--- config.mk ---
export PLATFORM = sky130hd
export DESIGN_NAME = two_list_store_sort_reverse_concat_top_flat
export DESIGN_NICKNAME = d
export VERILOG_FILES = /design/src/rtl/core/tlsrc_pkg.sv /design/src/rtl/core/tlsrc_in_if.sv /design/src/rtl/core/tlsrc_out_if.sv /design/src/rtl/core/tlsrc_datapath.sv /design/src/rtl/core/tlsrc_ctrl.sv /design/src/rtl/core/two_list_store_sort_reverse_concat_top.sv /design/src/flat_wrapper.sv
export SDC_FILE = /design/constraint.sdc
export NUM_CORES = 2
export LEC_CHECK = 0
export ABC_AREA = 1
export BUFFER_PORTS_ARGS = -buffer_cell sky130_fd_sc_hd__buf_2
export CORE_AREA = 2 2 358 360
export CTS_CLUSTER_DIAMETER = 40
export DETAILED_ROUTE_END_ITERATION = 10
export DIE_AREA = 0 0 360 362
export PLACE_DENSITY_LB_ADDON = 0.12
export REMOVE_ABC_BUFFERS = 1
export SETUP_SLACK_MARGIN = 0.1
export SLEW_MARGIN = 20
export SYNTH_ARGS = -nofsm -noshare
export SYNTH_HDL_FRONTEND = slang
export SYNTH_HIERARCHICAL = 1
export SYNTH_SLANG_ARGS = --single-unit
--- constraint.sdc ---
create_clock -name clk -period 4.77 [get_ports clk]
set_input_delay 0.7155 -clock clk [delete_from_list [all_inputs] [get_ports clk]]
set_output_delay 0.7155 -clock clk [all_outputs]
set_load 0.05 [all_outputs]
--- src/rtl/core/tlsrc_pkg.sv ---
// ----------------------------------------------------------------------------
// tlsrc_pkg
// Shared codes and control/status bundles for the two-list store.
// ----------------------------------------------------------------------------
package tlsrc_pkg;

    // request kinds
    localparam logic [2:0] KIND_APPEND  = 3'd0;
    localparam logic [2:0] KIND_REVERSE = 3'd1;
    localparam logic [2:0] KIND_SORT    = 3'd2;
    localparam logic [2:0] KIND_CONCAT  = 3'd3;
    localparam logic [2:0] KIND_DISPLAY = 3'd4;

    // result status codes
    localparam logic [1:0] ST_OK    = 2'd0;
    localparam logic [1:0] ST_FULL  = 2'd1;
    localparam logic [1:0] ST_EMPTY = 2'd2;

    // element store write data source
    typedef enum logic [1:0] {
        WD_VALUE = 2'd0,
        WD_RDATA = 2'd1,
        WD_AREG  = 2'd2
    } wd_sel_t;

    typedef struct packed {
        logic       cap;          // capture request payload
        logic       rd_en;
        logic       wr_en;
        wd_sel_t    wd_sel;
        logic       a_load;       // hold register takes read data
        logic       len_inc;
        logic       len_inc_sel;  // 0 list one, 1 list two
        logic       len_cat;      // list one length += list two length
        logic       out_load;
        logic       out_from_mem; // 1 element result, 0 status result
        logic       out_last;
        logic [1:0] out_status;
        logic [4:0] out_count;
    } dp_cmd_t;

    typedef struct packed {
        logic out_free;
        logic a_gt_rd;
    } dp_stat_t;

endpackage

--- src/rtl/core/tlsrc_in_if.sv ---
// ----------------------------------------------------------------------------
// tlsrc_in_if
// Request channel: valid/ready handshake with the operation payload.
// ----------------------------------------------------------------------------
interface tlsrc_in_if;
    logic               valid;
    logic               ready;
    logic [2:0]         kind;
    logic               list_select;
    logic signed [31:0] value;

    modport source (output valid, output kind, output list_select, output value,
                    input ready);
    modport sink   (input valid, input kind, input list_select, input value,
                    output ready);
endinterface

--- src/rtl/core/tlsrc_out_if.sv ---
// ----------------------------------------------------------------------------
// tlsrc_out_if
// Result channel: valid/ready handshake with one result per beat.
// ----------------------------------------------------------------------------
interface tlsrc_out_if;
    logic               valid;
    logic               ready;
    logic signed [31:0] value_res;
    logic               last;
    logic [1:0]         status;
    logic [4:0]         count;

    modport source (output valid, output value_res, output last, output status,
                    output count, input ready);
    modport sink   (input valid, input value_res, input last, input status,
                    input count, output ready);
endinterface

--- src/rtl/core/tlsrc_datapath.sv ---
// ----------------------------------------------------------------------------
// tlsrc_datapath
// Element store, read register, hold register, list lengths, result register.
// ----------------------------------------------------------------------------
module tlsrc_datapath #(
    parameter int LIST_DEPTH = 16
) (
    input  logic                              clk,
    input  logic                              rst_n,
    input  tlsrc_pkg::dp_cmd_t                cmd,
    input  logic [$clog2(2*LIST_DEPTH)-1:0]   rd_addr,
    input  logic [$clog2(2*LIST_DEPTH)-1:0]   wr_addr,
    input  logic signed [31:0]                in_value,
    input  logic                              out_ready,
    output logic                              out_valid,
    output logic signed [31:0]                out_value,
    output logic                              out_last,
    output logic [1:0]                        out_status,
    output logic [4:0]                        out_count,
    output tlsrc_pkg::dp_stat_t               stat,
    output logic [$clog2(LIST_DEPTH+1)-1:0]   len1,
    output logic [$clog2(LIST_DEPTH+1)-1:0]   len2
);

    localparam int LW = $clog2(LIST_DEPTH+1);
    localparam int MD = 2*LIST_DEPTH;

    logic signed [31:0] elem_mem [MD];
    logic signed [31:0] rdata_reg;
    logic signed [31:0] a_reg;
    logic signed [31:0] value_reg;
    logic signed [31:0] wr_data;
    logic [LW-1:0]      len1_reg, len1_next;
    logic [LW-1:0]      len2_reg, len2_next;
    logic               out_valid_reg, out_valid_next;
    logic signed [31:0] out_value_reg;
    logic               out_last_reg;
    logic [1:0]         out_status_reg;
    logic [4:0]         out_count_reg;

    always_comb
    begin
        case (cmd.wd_sel)
            tlsrc_pkg::WD_VALUE: wr_data = value_reg;
            tlsrc_pkg::WD_RDATA: wr_data = rdata_reg;
            tlsrc_pkg::WD_AREG:  wr_data = a_reg;
            default:             wr_data = rdata_reg;
        endcase
    end

    // single write port, single registered read port
    always_ff @(posedge clk)
    begin
        if (cmd.wr_en)
        begin
            elem_mem[wr_addr] <= wr_data;
        end
        if (cmd.rd_en)
        begin
            rdata_reg <= elem_mem[rd_addr];
        end
    end

    always_ff @(posedge clk)
    begin
        if (cmd.cap)
        begin
            value_reg <= in_value;
        end
        if (cmd.a_load)
        begin
            a_reg <= rdata_reg;
        end
        if (cmd.out_load)
        begin
            out_value_reg  <= cmd.out_from_mem ? rdata_reg : 32'sd0;
            out_last_reg   <= cmd.out_last;
            out_status_reg <= cmd.out_status;
            out_count_reg  <= cmd.out_count;
        end
    end

    always_comb
    begin
        len1_next = len1_reg;
        len2_next = len2_reg;
        if (cmd.len_inc)
        begin
            if (cmd.len_inc_sel)
            begin
                len2_next = len2_reg + 1'b1;
            end
            else
            begin
                len1_next = len1_reg + 1'b1;
            end
        end
        if (cmd.len_cat)
        begin
            len1_next = len1_reg + len2_reg;
        end
    end

    always_comb
    begin
        if (cmd.out_load)
        begin
            out_valid_next = 1'b1;
        end
        else if (out_ready)
        begin
            out_valid_next = 1'b0;
        end
        else
        begin
            out_valid_next = out_valid_reg;
        end
    end

    always_ff @(posedge clk or negedge rst_n)
    begin
        if (!rst_n)
        begin
            len1_reg      <= '0;
            len2_reg      <= '0;
            out_valid_reg <= 1'b0;
        end
        else
        begin
            len1_reg      <= len1_next;
            len2_reg      <= len2_next;
            out_valid_reg <= out_valid_next;
        end
    end

    assign stat.out_free = !out_valid_reg || out_ready;
    assign stat.a_gt_rd  = a_reg > rdata_reg;

    assign out_valid  = out_valid_reg;
    assign out_value  = out_value_reg;
    assign out_last   = out_last_reg;
    assign out_status = out_status_reg;
    assign out_count  = out_count_reg;
    assign len1       = len1_reg;
    assign len2       = len2_reg;

endmodule

--- src/rtl/core/tlsrc_ctrl.sv ---
// ----------------------------------------------------------------------------
// tlsrc_ctrl
// Sequencer for append, reverse, exchange sort, concat and list display.
// ----------------------------------------------------------------------------
module tlsrc_ctrl #(
    parameter int LIST_DEPTH = 16
) (
    input  logic                              clk,
    input  logic                              rst_n,
    input  logic                              in_valid,
    input  logic [2:0]                        in_kind,
    input  logic                              in_sel,
    output logic                              in_ready,
    input  tlsrc_pkg::dp_stat_t               stat,
    input  logic [$clog2(LIST_DEPTH+1)-1:0]   len1,
    input  logic [$clog2(LIST_DEPTH+1)-1:0]   len2,
    output tlsrc_pkg::dp_cmd_t                cmd,
    output logic [$clog2(2*LIST_DEPTH)-1:0]   rd_addr,
    output logic [$clog2(2*LIST_DEPTH)-1:0]   wr_addr
);

    localparam int AW = $clog2(2*LIST_DEPTH);
    localparam int LW = $clog2(LIST_DEPTH+1);

    localparam logic [3:0] S_IDLE     = 4'd0;
    localparam logic [3:0] S_DISP     = 4'd1;
    localparam logic [3:0] S_REV_CHK  = 4'd2;
    localparam logic [3:0] S_REV_RJ   = 4'd3;
    localparam logic [3:0] S_REV_WI   = 4'd4;
    localparam logic [3:0] S_REV_WJ   = 4'd5;
    localparam logic [3:0] S_SORT_I   = 4'd6;
    localparam logic [3:0] S_SORT_A   = 4'd7;
    localparam logic [3:0] S_SORT_C   = 4'd8;
    localparam logic [3:0] S_SORT_W   = 4'd9;
    localparam logic [3:0] S_CAT      = 4'd10;
    localparam logic [3:0] S_CAT_W    = 4'd11;
    localparam logic [3:0] S_SHOW_CHK = 4'd12;
    localparam logic [3:0] S_SHOW_RD  = 4'd13;
    localparam logic [3:0] S_SHOW_OUT = 4'd14;
    localparam logic [3:0] S_STAT     = 4'd15;

    logic [3:0]    state_reg, state_next;
    logic [2:0]    kind_reg, kind_next;
    logic          sel_reg, sel_next;
    logic [LW-1:0] i_reg, i_next;
    logic [LW-1:0] j_reg, j_next;
    logic [1:0]    stat_code_reg, stat_code_next;
    logic [4:0]    stat_count_reg, stat_count_next;
    logic [LW-1:0] len_cur;
    logic [LW-1:0] i_inc;
    logic [LW-1:0] j_inc;
    logic [LW:0]   cat_sum;

    function automatic logic [AW-1:0] elem_addr(input logic s, input logic [LW-1:0] idx);
        return s ? AW'(LIST_DEPTH) + AW'(idx) : AW'(idx);
    endfunction

    assign len_cur = sel_reg ? len2 : len1;
    assign i_inc   = i_reg + 1'b1;
    assign j_inc   = j_reg + 1'b1;
    assign cat_sum = {1'b0, len1} + {1'b0, len2};

    always_comb
    begin
        state_next      = state_reg;
        kind_next       = kind_reg;
        sel_next        = sel_reg;
        i_next          = i_reg;
        j_next          = j_reg;
        stat_code_next  = stat_code_reg;
        stat_count_next = stat_count_reg;
        cmd             = '0;
        rd_addr         = '0;
        wr_addr         = '0;
        in_ready        = 1'b0;

        unique case (state_reg)
            S_IDLE:
            begin
                in_ready = 1'b1;
                if (in_valid)
                begin
                    cmd.cap    = 1'b1;
                    kind_next  = in_kind;
                    sel_next   = in_sel;
                    state_next = S_DISP;
                end
            end

            S_DISP:
            begin
                i_next = '0;
                unique case (kind_reg)
                    tlsrc_pkg::KIND_APPEND:
                    begin
                        if (len_cur >= LW'(LIST_DEPTH))
                        begin
                            stat_code_next  = tlsrc_pkg::ST_FULL;
                            stat_count_next = 5'(len_cur);
                        end
                        else
                        begin
                            cmd.wr_en       = 1'b1;
                            cmd.wd_sel      = tlsrc_pkg::WD_VALUE;
                            wr_addr         = elem_addr(sel_reg, len_cur);
                            cmd.len_inc     = 1'b1;
                            cmd.len_inc_sel = sel_reg;
                            stat_code_next  = tlsrc_pkg::ST_OK;
                            stat_count_next = 5'(len_cur + 1'b1);
                        end
                        state_next = S_STAT;
                    end
                    tlsrc_pkg::KIND_REVERSE:
                    begin
                        j_next = len_cur - 1'b1;
                        if (len_cur >= LW'(2))
                        begin
                            state_next = S_REV_CHK;
                        end
                        else
                        begin
                            state_next = S_SHOW_CHK;
                        end
                    end
                    tlsrc_pkg::KIND_SORT:
                    begin
                        state_next = S_SORT_I;
                    end
                    tlsrc_pkg::KIND_CONCAT:
                    begin
                        sel_next = 1'b0;
                        if (cat_sum > (LW+1)'(LIST_DEPTH))
                        begin
                            stat_code_next  = tlsrc_pkg::ST_FULL;
                            stat_count_next = 5'(len1);
                            state_next      = S_STAT;
                        end
                        else
                        begin
                            state_next = S_CAT;
                        end
                    end
                    tlsrc_pkg::KIND_DISPLAY:
                    begin
                        state_next = S_SHOW_CHK;
                    end
                    default:
                    begin
                        state_next = S_IDLE;
                    end
                endcase
            end

            S_REV_CHK:
            begin
                if (i_reg < j_reg)
                begin
                    cmd.rd_en  = 1'b1;
                    rd_addr    = elem_addr(sel_reg, i_reg);
                    state_next = S_REV_RJ;
                end
                else
                begin
                    state_next = S_SHOW_CHK;
                end
            end

            S_REV_RJ:
            begin
                cmd.a_load = 1'b1;
                cmd.rd_en  = 1'b1;
                rd_addr    = elem_addr(sel_reg, j_reg);
                state_next = S_REV_WI;
            end

            S_REV_WI:
            begin
                cmd.wr_en  = 1'b1;
                cmd.wd_sel = tlsrc_pkg::WD_RDATA;
                wr_addr    = elem_addr(sel_reg, i_reg);
                state_next = S_REV_WJ;
            end

            S_REV_WJ:
            begin
                cmd.wr_en  = 1'b1;
                cmd.wd_sel = tlsrc_pkg::WD_AREG;
                wr_addr    = elem_addr(sel_reg, j_reg);
                i_next     = i_inc;
                j_next     = j_reg - 1'b1;
                state_next = S_REV_CHK;
            end

            // outer pass: hold register carries the running minimum for slot i
            S_SORT_I:
            begin
                if (i_reg < len_cur)
                begin
                    cmd.rd_en  = 1'b1;
                    rd_addr    = elem_addr(sel_reg, i_reg);
                    j_next     = i_inc;
                    state_next = S_SORT_A;
                end
                else
                begin
                    state_next = S_SHOW_CHK;
                end
            end

            S_SORT_A:
            begin
                cmd.a_load = 1'b1;
                if (j_reg < len_cur)
                begin
                    cmd.rd_en  = 1'b1;
                    rd_addr    = elem_addr(sel_reg, j_reg);
                    state_next = S_SORT_C;
                end
                else
                begin
                    i_next     = i_inc;
                    state_next = S_SORT_I;
                end
            end

            // one compare per cycle; next read overlaps the swap write
            S_SORT_C:
            begin
                if (stat.a_gt_rd)
                begin
                    cmd.wr_en  = 1'b1;
                    cmd.wd_sel = tlsrc_pkg::WD_AREG;
                    wr_addr    = elem_addr(sel_reg, j_reg);
                    cmd.a_load = 1'b1;
                end
                j_next = j_inc;
                if (j_inc < len_cur)
                begin
                    cmd.rd_en = 1'b1;
                    rd_addr   = elem_addr(sel_reg, j_inc);
                end
                else
                begin
                    state_next = S_SORT_W;
                end
            end

            S_SORT_W:
            begin
                cmd.wr_en  = 1'b1;
                cmd.wd_sel = tlsrc_pkg::WD_AREG;
                wr_addr    = elem_addr(sel_reg, i_reg);
                i_next     = i_inc;
                state_next = S_SORT_I;
            end

            S_CAT:
            begin
                if (i_reg < len2)
                begin
                    cmd.rd_en  = 1'b1;
                    rd_addr    = elem_addr(1'b1, i_reg);
                    state_next = S_CAT_W;
                end
                else
                begin
                    cmd.len_cat = 1'b1;
                    state_next  = S_SHOW_CHK;
                end
            end

            S_CAT_W:
            begin
                cmd.wr_en  = 1'b1;
                cmd.wd_sel = tlsrc_pkg::WD_RDATA;
                wr_addr    = AW'(len1) + AW'(i_reg);
                i_next     = i_inc;
                state_next = S_CAT;
            end

            S_SHOW_CHK:
            begin
                i_next = '0;
                if (len_cur == '0)
                begin
                    stat_code_next  = tlsrc_pkg::ST_EMPTY;
                    stat_count_next = '0;
                    state_next      = S_STAT;
                end
                else
                begin
                    state_next = S_SHOW_RD;
                end
            end

            S_SHOW_RD:
            begin
                cmd.rd_en  = 1'b1;
                rd_addr    = elem_addr(sel_reg, i_reg);
                state_next = S_SHOW_OUT;
            end

            S_SHOW_OUT:
            begin
                if (stat.out_free)
                begin
                    cmd.out_load     = 1'b1;
                    cmd.out_from_mem = 1'b1;
                    cmd.out_last     = (i_inc == len_cur);
                    cmd.out_status   = tlsrc_pkg::ST_OK;
                    cmd.out_count    = 5'(len_cur);
                    i_next           = i_inc;
                    state_next       = (i_inc == len_cur) ? S_IDLE : S_SHOW_RD;
                end
            end

            S_STAT:
            begin
                if (stat.out_free)
                begin
                    cmd.out_load   = 1'b1;
                    cmd.out_last   = 1'b1;
                    cmd.out_status = stat_code_reg;
                    cmd.out_count  = stat_count_reg;
                    state_next     = S_IDLE;
                end
            end

            default:
            begin
                state_next = S_IDLE;
            end
        endcase
    end

    always_ff @(posedge clk or negedge rst_n)
    begin
        if (!rst_n)
        begin
            state_reg      <= S_IDLE;
            kind_reg       <= '0;
            sel_reg        <= 1'b0;
            i_reg          <= '0;
            j_reg          <= '0;
            stat_code_reg  <= '0;
            stat_count_reg <= '0;
        end
        else
        begin
            state_reg      <= state_next;
            kind_reg       <= kind_next;
            sel_reg        <= sel_next;
            i_reg          <= i_next;
            j_reg          <= j_next;
            stat_code_reg  <= stat_code_next;
            stat_count_reg <= stat_count_next;
        end
    end

endmodule

--- src/rtl/core/two_list_store_sort_reverse_concat_top.sv ---
// ----------------------------------------------------------------------------
// two_list_store_sort_reverse_concat_top
// Two bounded lists of signed 32-bit values with append, reverse, exchange
// sort, concat and display. One request is worked at a time. The element
// store has one write and one registered read port (one read, one write per
// cycle). Reverse reads both entries of a pair, then writes them back
// crossed; exchange sort does one compare per cycle, a swap write sharing
// its cycle with the next read; concat reads and writes each copied entry.
// Result back-pressure stretches only the emit phase. The next request is
// taken as soon as the last result of the current one sits in the output
// register. Lists live in one store of 2*LIST_DEPTH words, list one in the
// lower half. No clearing pass: entries are read only below a list's length.
// ----------------------------------------------------------------------------
module two_list_store_sort_reverse_concat_top #(
    parameter int LIST_DEPTH = 16
) (
    input  logic        clk,
    input  logic        rst_n,
    tlsrc_in_if.sink    op,
    tlsrc_out_if.source result
);

    localparam int AW = $clog2(2*LIST_DEPTH);
    localparam int LW = $clog2(LIST_DEPTH+1);

    tlsrc_pkg::dp_cmd_t  dp_cmd;
    tlsrc_pkg::dp_stat_t dp_stat;
    logic [AW-1:0]       rd_addr;
    logic [AW-1:0]       wr_addr;
    logic [LW-1:0]       len1;
    logic [LW-1:0]       len2;

    // sequencer: decodes the request and walks the store
    tlsrc_ctrl #(
        .LIST_DEPTH (LIST_DEPTH)
    ) u_ctrl (
        .clk      (clk),
        .rst_n    (rst_n),
        .in_valid (op.valid),
        .in_kind  (op.kind),
        .in_sel   (op.list_select),
        .in_ready (op.ready),
        .stat     (dp_stat),
        .len1     (len1),
        .len2     (len2),
        .cmd      (dp_cmd),
        .rd_addr  (rd_addr),
        .wr_addr  (wr_addr)
    );

    // store, lengths and the result register
    tlsrc_datapath #(
        .LIST_DEPTH (LIST_DEPTH)
    ) u_dp (
        .clk        (clk),
        .rst_n      (rst_n),
        .cmd        (dp_cmd),
        .rd_addr    (rd_addr),
        .wr_addr    (wr_addr),
        .in_value   (op.value),
        .out_ready  (result.ready),
        .out_valid  (result.valid),
        .out_value  (result.value_res),
        .out_last   (result.last),
        .out_status (result.status),
        .out_count  (result.count),
        .stat       (dp_stat),
        .len1       (len1),
        .len2       (len2)
    );

    // lengths never pass the list bound
    a_len_bound: assert property (@(posedge clk) disable iff (!rst_n)
        (len1 <= LW'(LIST_DEPTH)) && (len2 <= LW'(LIST_DEPTH)))
        else $error("list length beyond bound");

    // an accepted request closes the channel in the following cycle
    a_one_at_a_time: assert property (@(posedge clk) disable iff (!rst_n)
        op.valid && op.ready |=> !op.ready)
        else $error("request accepted while busy");

    // the store is never written while idle
    a_no_idle_write: assert property (@(posedge clk) disable iff (!rst_n)
        dp_cmd.wr_en |-> !op.ready)
        else $error("store write while idle");

    // lengths only move while a request is worked
    a_len_stable_idle: assert property (@(posedge clk) disable iff (!rst_n)
        op.ready |=> $stable(len1) && $stable(len2))
        else $error("length changed out of an operation");

endmodule

--- src/flat_wrapper.sv ---
// flat-port wrapper written by rule: the top's interface ports become plain ports
module two_list_store_sort_reverse_concat_top_flat 
#(
    parameter int LIST_DEPTH = 16
)
  (clk, rst_n, op_valid, op_kind, op_list_select, op_value, op_ready, result_valid, result_value_res, result_last, result_status, result_count, result_ready);
  tlsrc_in_if op_i ();
  tlsrc_out_if result_i ();
  input  logic clk;
  input  logic rst_n;
  input wire logic [$bits(op_i.valid)-1:0] op_valid;
  input wire logic [$bits(op_i.kind)-1:0] op_kind;
  input wire logic [$bits(op_i.list_select)-1:0] op_list_select;
  input wire logic [$bits(op_i.value)-1:0] op_value;
  output wire logic [$bits(op_i.ready)-1:0] op_ready;
  output wire logic [$bits(result_i.valid)-1:0] result_valid;
  output wire logic [$bits(result_i.value_res)-1:0] result_value_res;
  output wire logic [$bits(result_i.last)-1:0] result_last;
  output wire logic [$bits(result_i.status)-1:0] result_status;
  output wire logic [$bits(result_i.count)-1:0] result_count;
  input wire logic [$bits(result_i.ready)-1:0] result_ready;
  assign op_i.valid = op_valid;
  assign op_i.kind = op_kind;
  assign op_i.list_select = op_list_select;
  assign op_i.value = op_value;
  assign op_ready = op_i.ready;
  assign result_valid = result_i.valid;
  assign result_value_res = result_i.value_res;
  assign result_last = result_i.last;
  assign result_status = result_i.status;
  assign result_count = result_i.count;
  assign result_i.ready = result_ready;
  two_list_store_sort_reverse_concat_top #(.LIST_DEPTH(LIST_DEPTH)) u_core (.clk(clk), .rst_n(rst_n), .op(op_i), .result(result_i));
endmodule
Yosys cells after proc, flatten, opt, wreduce, memory -nomap -nowiden
Memory sizes are Yosys's and may differ from the RTL's. A register that Yosys moved wholly into a read port is not among the register bits.
Cells that the tools add are included.
- add/sub/neg operators: 14
- magnitude comparators: 9
- equal/unequal tests: 33
- muxes and demuxes: 81
- reduce and logical (&&, ||, !) cells: 27
- operator list (cell ; number):
    2-to-1 mux 5 bit ; 23
    one-hot mux 32 bit (2 select lines) ; 1
    one-hot mux 4 bit (16 select lines) ; 1
    2-to-1 mux 4 bit ; 10
    one-hot mux 5 bit (4 select lines) ; 2
    one-hot mux 5 bit (7 select lines) ; 1
    equality test 4 bit, second input constant ; 8
    > comparator 32 bit ; 1
    adder 5 x 1 -> 5 bit, second input constant ; 5
    less-than comparator 5 bit ; 5
    one-hot mux 5 bit (5 select lines) ; 1
    adder 5 bit, first input constant ; 4
    one-hot mux 4 bit (5 select lines) ; 1
    one-hot mux 5 bit (2 select lines) ; 2
    2-to-1 mux 1 bit ; 19
    equality test 4 x 3 -> 1 bit, second input constant ; 4
    one-hot mux 8 bit (2 select lines) ; 1
    2-to-1 mux 2 bit ; 6
    2-to-1 mux 3 bit ; 4
    inequality test 2 bit, second input constant ; 6
    one-hot mux 3 bit (4 select lines) ; 1
    OR reduction 2 bit ; 6
    adder 5 bit ; 2
    2-to-1 mux 10 bit ; 1
    other kinds (31) ; 49
- bits in registers: 140
- memory bits (writable): 1024
- bits of input ports: 40
- output and inout port bits: 42
- logic and storage cells: 181
- memories: 1
- memories (name ; depth ; width ; read ports ; clocked after memory_dff ; write ports ; RTL line ; source):
    u_core.u_dp.elem_mem ; 32 ; 32 ; 1 ; 1 ; 1 ; tlsrc_datapath.sv:28 ; logic signed [31:0] elem_mem [MD];

Longest topological paths before layout
- depth in word-level cells: 8
- mapped depth: 23
- depth with buffers taken out: 22

By module
The synthesis kept the hierarchy.
- modules (own cells, without submodules) (module ; times used ; cells each ; area each (sq um) ; seq. area each (sq um)):
    tlsrc_datapath ; 1 ; 3388 ; 47016.3 ; 35108.7
    tlsrc_ctrl ; 1 ; 509 ; 3359.5 ; 625.6

Least setup slack after synthesis
No wires, ideal clock.
- path type: input-to-reg
- start: input port result_ready
- end: register u_core.u_dp.out_count_reg[0] (netlist: u_core/u_dp/out_count[0]), enable pin
- library setup time: 0.491 ns
- arrival: 3.807 ns
- required time: 4.279 ns
- setup slack: 0.472 ns
- stages on the path: 4
- buffers on the path: 0
- cell sequence: inv_1 > nand2_1 > inv_1 > nor3_1
- RTL lines (what ; RTL line ; source):
    start: declaration ; flat_wrapper.sv:21 ; input wire logic [$bits(result_i.ready)-1:0] result_ready;
    end signal: assignment ; tlsrc_datapath.sv:79 ; out_count_reg <= cmd.out_count;
    end: declaration ; tlsrc_datapath.sv:39 ; logic [4:0] out_count_reg;

Final worst setup path
- start: register u_core.u_ctrl.j_reg[0]
- end: register u_core.u_dp.rdata_reg[22], read port of u_core.u_dp.elem_mem (data pin)
- longest elaborated chain between the ends: 5
- elaborated cells on any way between the ends: 16
- those cells by class: 3 x add/sub; 3 x order compare; 10 x mux
- ends and longest elaborated chain (what ; RTL line ; source):
    start: declaration ; tlsrc_ctrl.sv:46 ; logic [LW-1:0] j_reg, j_next;
    start signal: assignment ; tlsrc_ctrl.sv:354 ; j_reg <= j_next;
    adder 5 x 1 -> 5 bit ; tlsrc_ctrl.sv:60 ; assign j_inc = j_reg + 1'b1;
    adder 5 bit ; tlsrc_ctrl.sv:55 ; return s ? AW'(LIST_DEPTH) + AW'(idx) : AW'(idx);
    2-to-1 mux 5 bit ; tlsrc_ctrl.sv:55 ;
    2-to-1 mux 5 bit ; tlsrc_ctrl.sv:237 ; if (j_inc < len_cur)
    one-hot mux 5 bit (7 select lines) * ; tlsrc_ctrl.sv:77 ; unique case (state_reg)
    named net u_core.rd_addr[0] ; two_list_store_sort_reverse_concat_top.sv:28 ; logic [AW-1:0] rd_addr;
    end: declaration ; tlsrc_datapath.sv:29 ; logic signed [31:0] rdata_reg;
Mark *: on every way through the listed nets, which the timed path passes. The rest lies on a longest branch.
A chain may end at the register's enable or synchronous reset.

==> impl_metrics.json <==
{
  "insertion_delay_ps": 790,
  "layout.nets": 4268,
  "critPathKind": "reg -> reg",
  "cp.required_ps": 5330,
  "crit_path_frequent_cell": "nand2_1",
  "detail_route.wl_per_cell_um": 26.3,
  "reg2reg_depth": 21,
  "hold_viol_final": 0,
  "fin_area_sq_um": 60900,
  "num_antenna_cells": 0,
  "p_leak_nw": 21.2,
  "die_w_um": 360,
  "ys_ff_latch": 1196,
  "row_count": 131,
  "worst_slew_pin_slew_ps": 1060,
  "holdCritPathClass": "in -> async",
  "grt_max_degree": 91,
  "drt_wl_total_um": 157000,
  "dp_slack_ps": 270,
  "cts_made_buffers": 173,
  "place_congestion": 0.872,
  "die_y_um": 362,
  "setup_viol": 0,
  "async_flop_share_pct": 3.01,
  "synth_enable_flop_cells": 1160,
  "path_cells": "ha_1 -> nand3_1 -> xor2_1 -> inv_1 -> ha_1 -> nand2_1 -> o21a_1 -> nand2_1 -> o22ai_1 -> a21oi_1 -> o21ai_4 -> buf_12 -> inv_16 -> buf_12 -> buf_4 -> nor2_1 -> o221ai_1 -> nand3_1 -> nand2_1 -> nand2_1 -> nand2_1",
  "synth_ff_type": "edfxtp_1",
  "cts_max_level": 4,
  "clockBufferDepth": 3,
  "postSynthCellCount": 3897,
  "synth_area_leaders": "edfxtp_1, nor2_1, o221ai_1",
  "core_area_sq_um": 127000,
  "status": "completed",
  "via_count": 33600,
  "fmax_ghz": 0.228,
  "final_cell_mix": "edfxtp_1, nor2_1, nand2_1, o21ai_0, o21bai_1",
  "cts_tree": "built",
  "dpl_cell_area_sq_um": 54700,
  "drive_above_1_share_pct": 16.1,
  "grt_setup_unrepaired": "false",
  "fin_crit_sh_pct": 92.0,
  "antenna_left": 0,
  "critPathCaptureType": "register",
  "vdd_drop_max_mv": 0.381,
  "cp.depth": 21,
  "first_pass_iters": 5,
  "min_period_ps": 4390,
  "slowest_delay_ps": 460,
  "power_mw": 48.2,
  "setup_tns_ps": 0,
  "cp_max_fo": 70,
  "cap_violations": 0,
  "drc_errors": 0,
  "drt-initial-drc-count": 3281,
  "layout.cells.non_filler": 5962,
  "dpl.hpwl_um": 95100,
  "final_common_cell": "edfxtp_1",
  "gr-usage-all-layers_pct": 24.0,
  "syn_avg_cell_area_sq_um": 12.9,
  "path_clk_slew_ps": 50,
  "cp_slowest_cell": "dfrtp_1",
  "initial_core_util_pct": 39.8,
  "drv_slew": 0,
  "grt_pass1_wl_um": 229000,
  "crit_buf_inv": 5,
  "critPathArrivalTime_ps": 4950,
  "grt_pass1_vias": 32400,
  "yosysWarnings": 6,
  "final_core_util_pct": 48.0,
  "holdBufCountCts": 0,
  "setup_slack_ps": 382,
  "yosysTopAreaCell": "edfxtp_1",
  "netlist_area_sq_um": 50400,
  "skew_ps": 37.4,
  "pwr_density_cell_nw_per_um2": 793,
  "clock_sinks": 1196,
  "antenna_found_initial": 3,
  "area_growth_pct": 20.8,
  "io_buffers": 81,
  "detail_route.vias_per_cell": 5.63,
  "crit_family": "simple AND/OR/NAND/NOR gates",
  "dpl.cell_count": 5634,
  "largest_register": "u_core/u_dp/elem_mem",
  "start_kind": "register",
  "grt_overflow": 0,
  "yosys.cell_types.count": 52,
  "cts-root-buf": "clkbuf_16",
  "synth_top_area_share_pct": 69.1,
  "slew_headroom_pct": 29.4,
  "whs_ps": 78.4,
  "largest_reg_flops": 1024,
  "pin_count": 82,
  "yosysSeqAreaShare_pct": 70.9,
  "dieArea_sq_um": 130000
}
worst register-to-register path, delay by kind of cell, from the launching register on:
family	cells	cell delay, ps
AO/OA/AOI/OAI	5	850
XOR/XNOR	1	170
adder cells (fa/ha/maj)	2	570
buffers and inverters	5	1110
flip-flops	1	460
AND/OR/NAND/NOR	8	1050
report_power, final:
group	total, mW	internal, mW	switching, mW	leakage, nW
clock network	13.3	8.41	4.93	2.94
registers	15.7	15.2	0.530	10.9
logic	19.2	5.64	13.5	7.38
layout make-up:
class	count	area (sq um)
clock buffer	198	4530
clock inverter	126	1570
fill	11200	65800
inverter	177	688
multi-input combinational	2288	13200
sequential	1196	35700
tap	1662	2080
timing repair buffer	315	3090
synthesized netlist by cell type (all sizes together) (9+ instances only):
cell    number
nand3      218
edfxtp    1160
clkbuf     128
xor2        16
o21bai     259
o221ai     259
nor2       617
inv        175
nand4        9
dfrtp       36
o211ai      35
nand2      401
a21oi       43
ha          74
o22ai       17
buf        108
o21ai      301
per-layer routing:
layer	up-vias	track usage, %	routed length, um	share of wire (%)
met5	-	0	0	0
met4	0	7.32	4000	2.5
met3	222	4.08	9870	6.3
met2	1093	37.9	72900	47
met1	17200	33.8	70000	45
li1	15100	-	-	-
worst paths after layout:
path                       slack (ps)                   endpoint                      start
min in group clk                  100  u_core/u_dp/value_reg[18]               op_value[18]
setup reg to reg                  380  u_core/u_dp/rdata_reg[22]     u_core/u_ctrl/j_reg[0]
hold / removal                     80     u_core/u_ctrl/i_reg[3]                      rst_n
hold reg to reg                   470      u_core/u_dp/a_reg[29]  u_core/u_dp/rdata_reg[29]
setup / recovery                  380  u_core/u_dp/rdata_reg[22]     u_core/u_ctrl/j_reg[0]
max in group asynchronous        4110     u_core/u_ctrl/j_reg[4]                      rst_n
logic make-up after synthesis:
group | Yosys count | synth area share (%)
AOI/OAI and AO/OA | 931 | 12.9
xor gates and xnor gates | 21 | 0.365
muxes | 4 | 0.0844
DFF | 1196 | 70.9
adders and majority gates | 77 | 1.96
and+or+nand+nor | 1255 | 10.2
buffers and inverters | 413 | 3.57
repair_timing:
item | in CTS | in global routing
resized for setup | 0 | 1
hold endpoints to repair | 0 | 0
setup endpoints to repair | 0 | 6
buffers inserted | 0 | 2
Note: power is estimated with default switching activity, not from simulation.
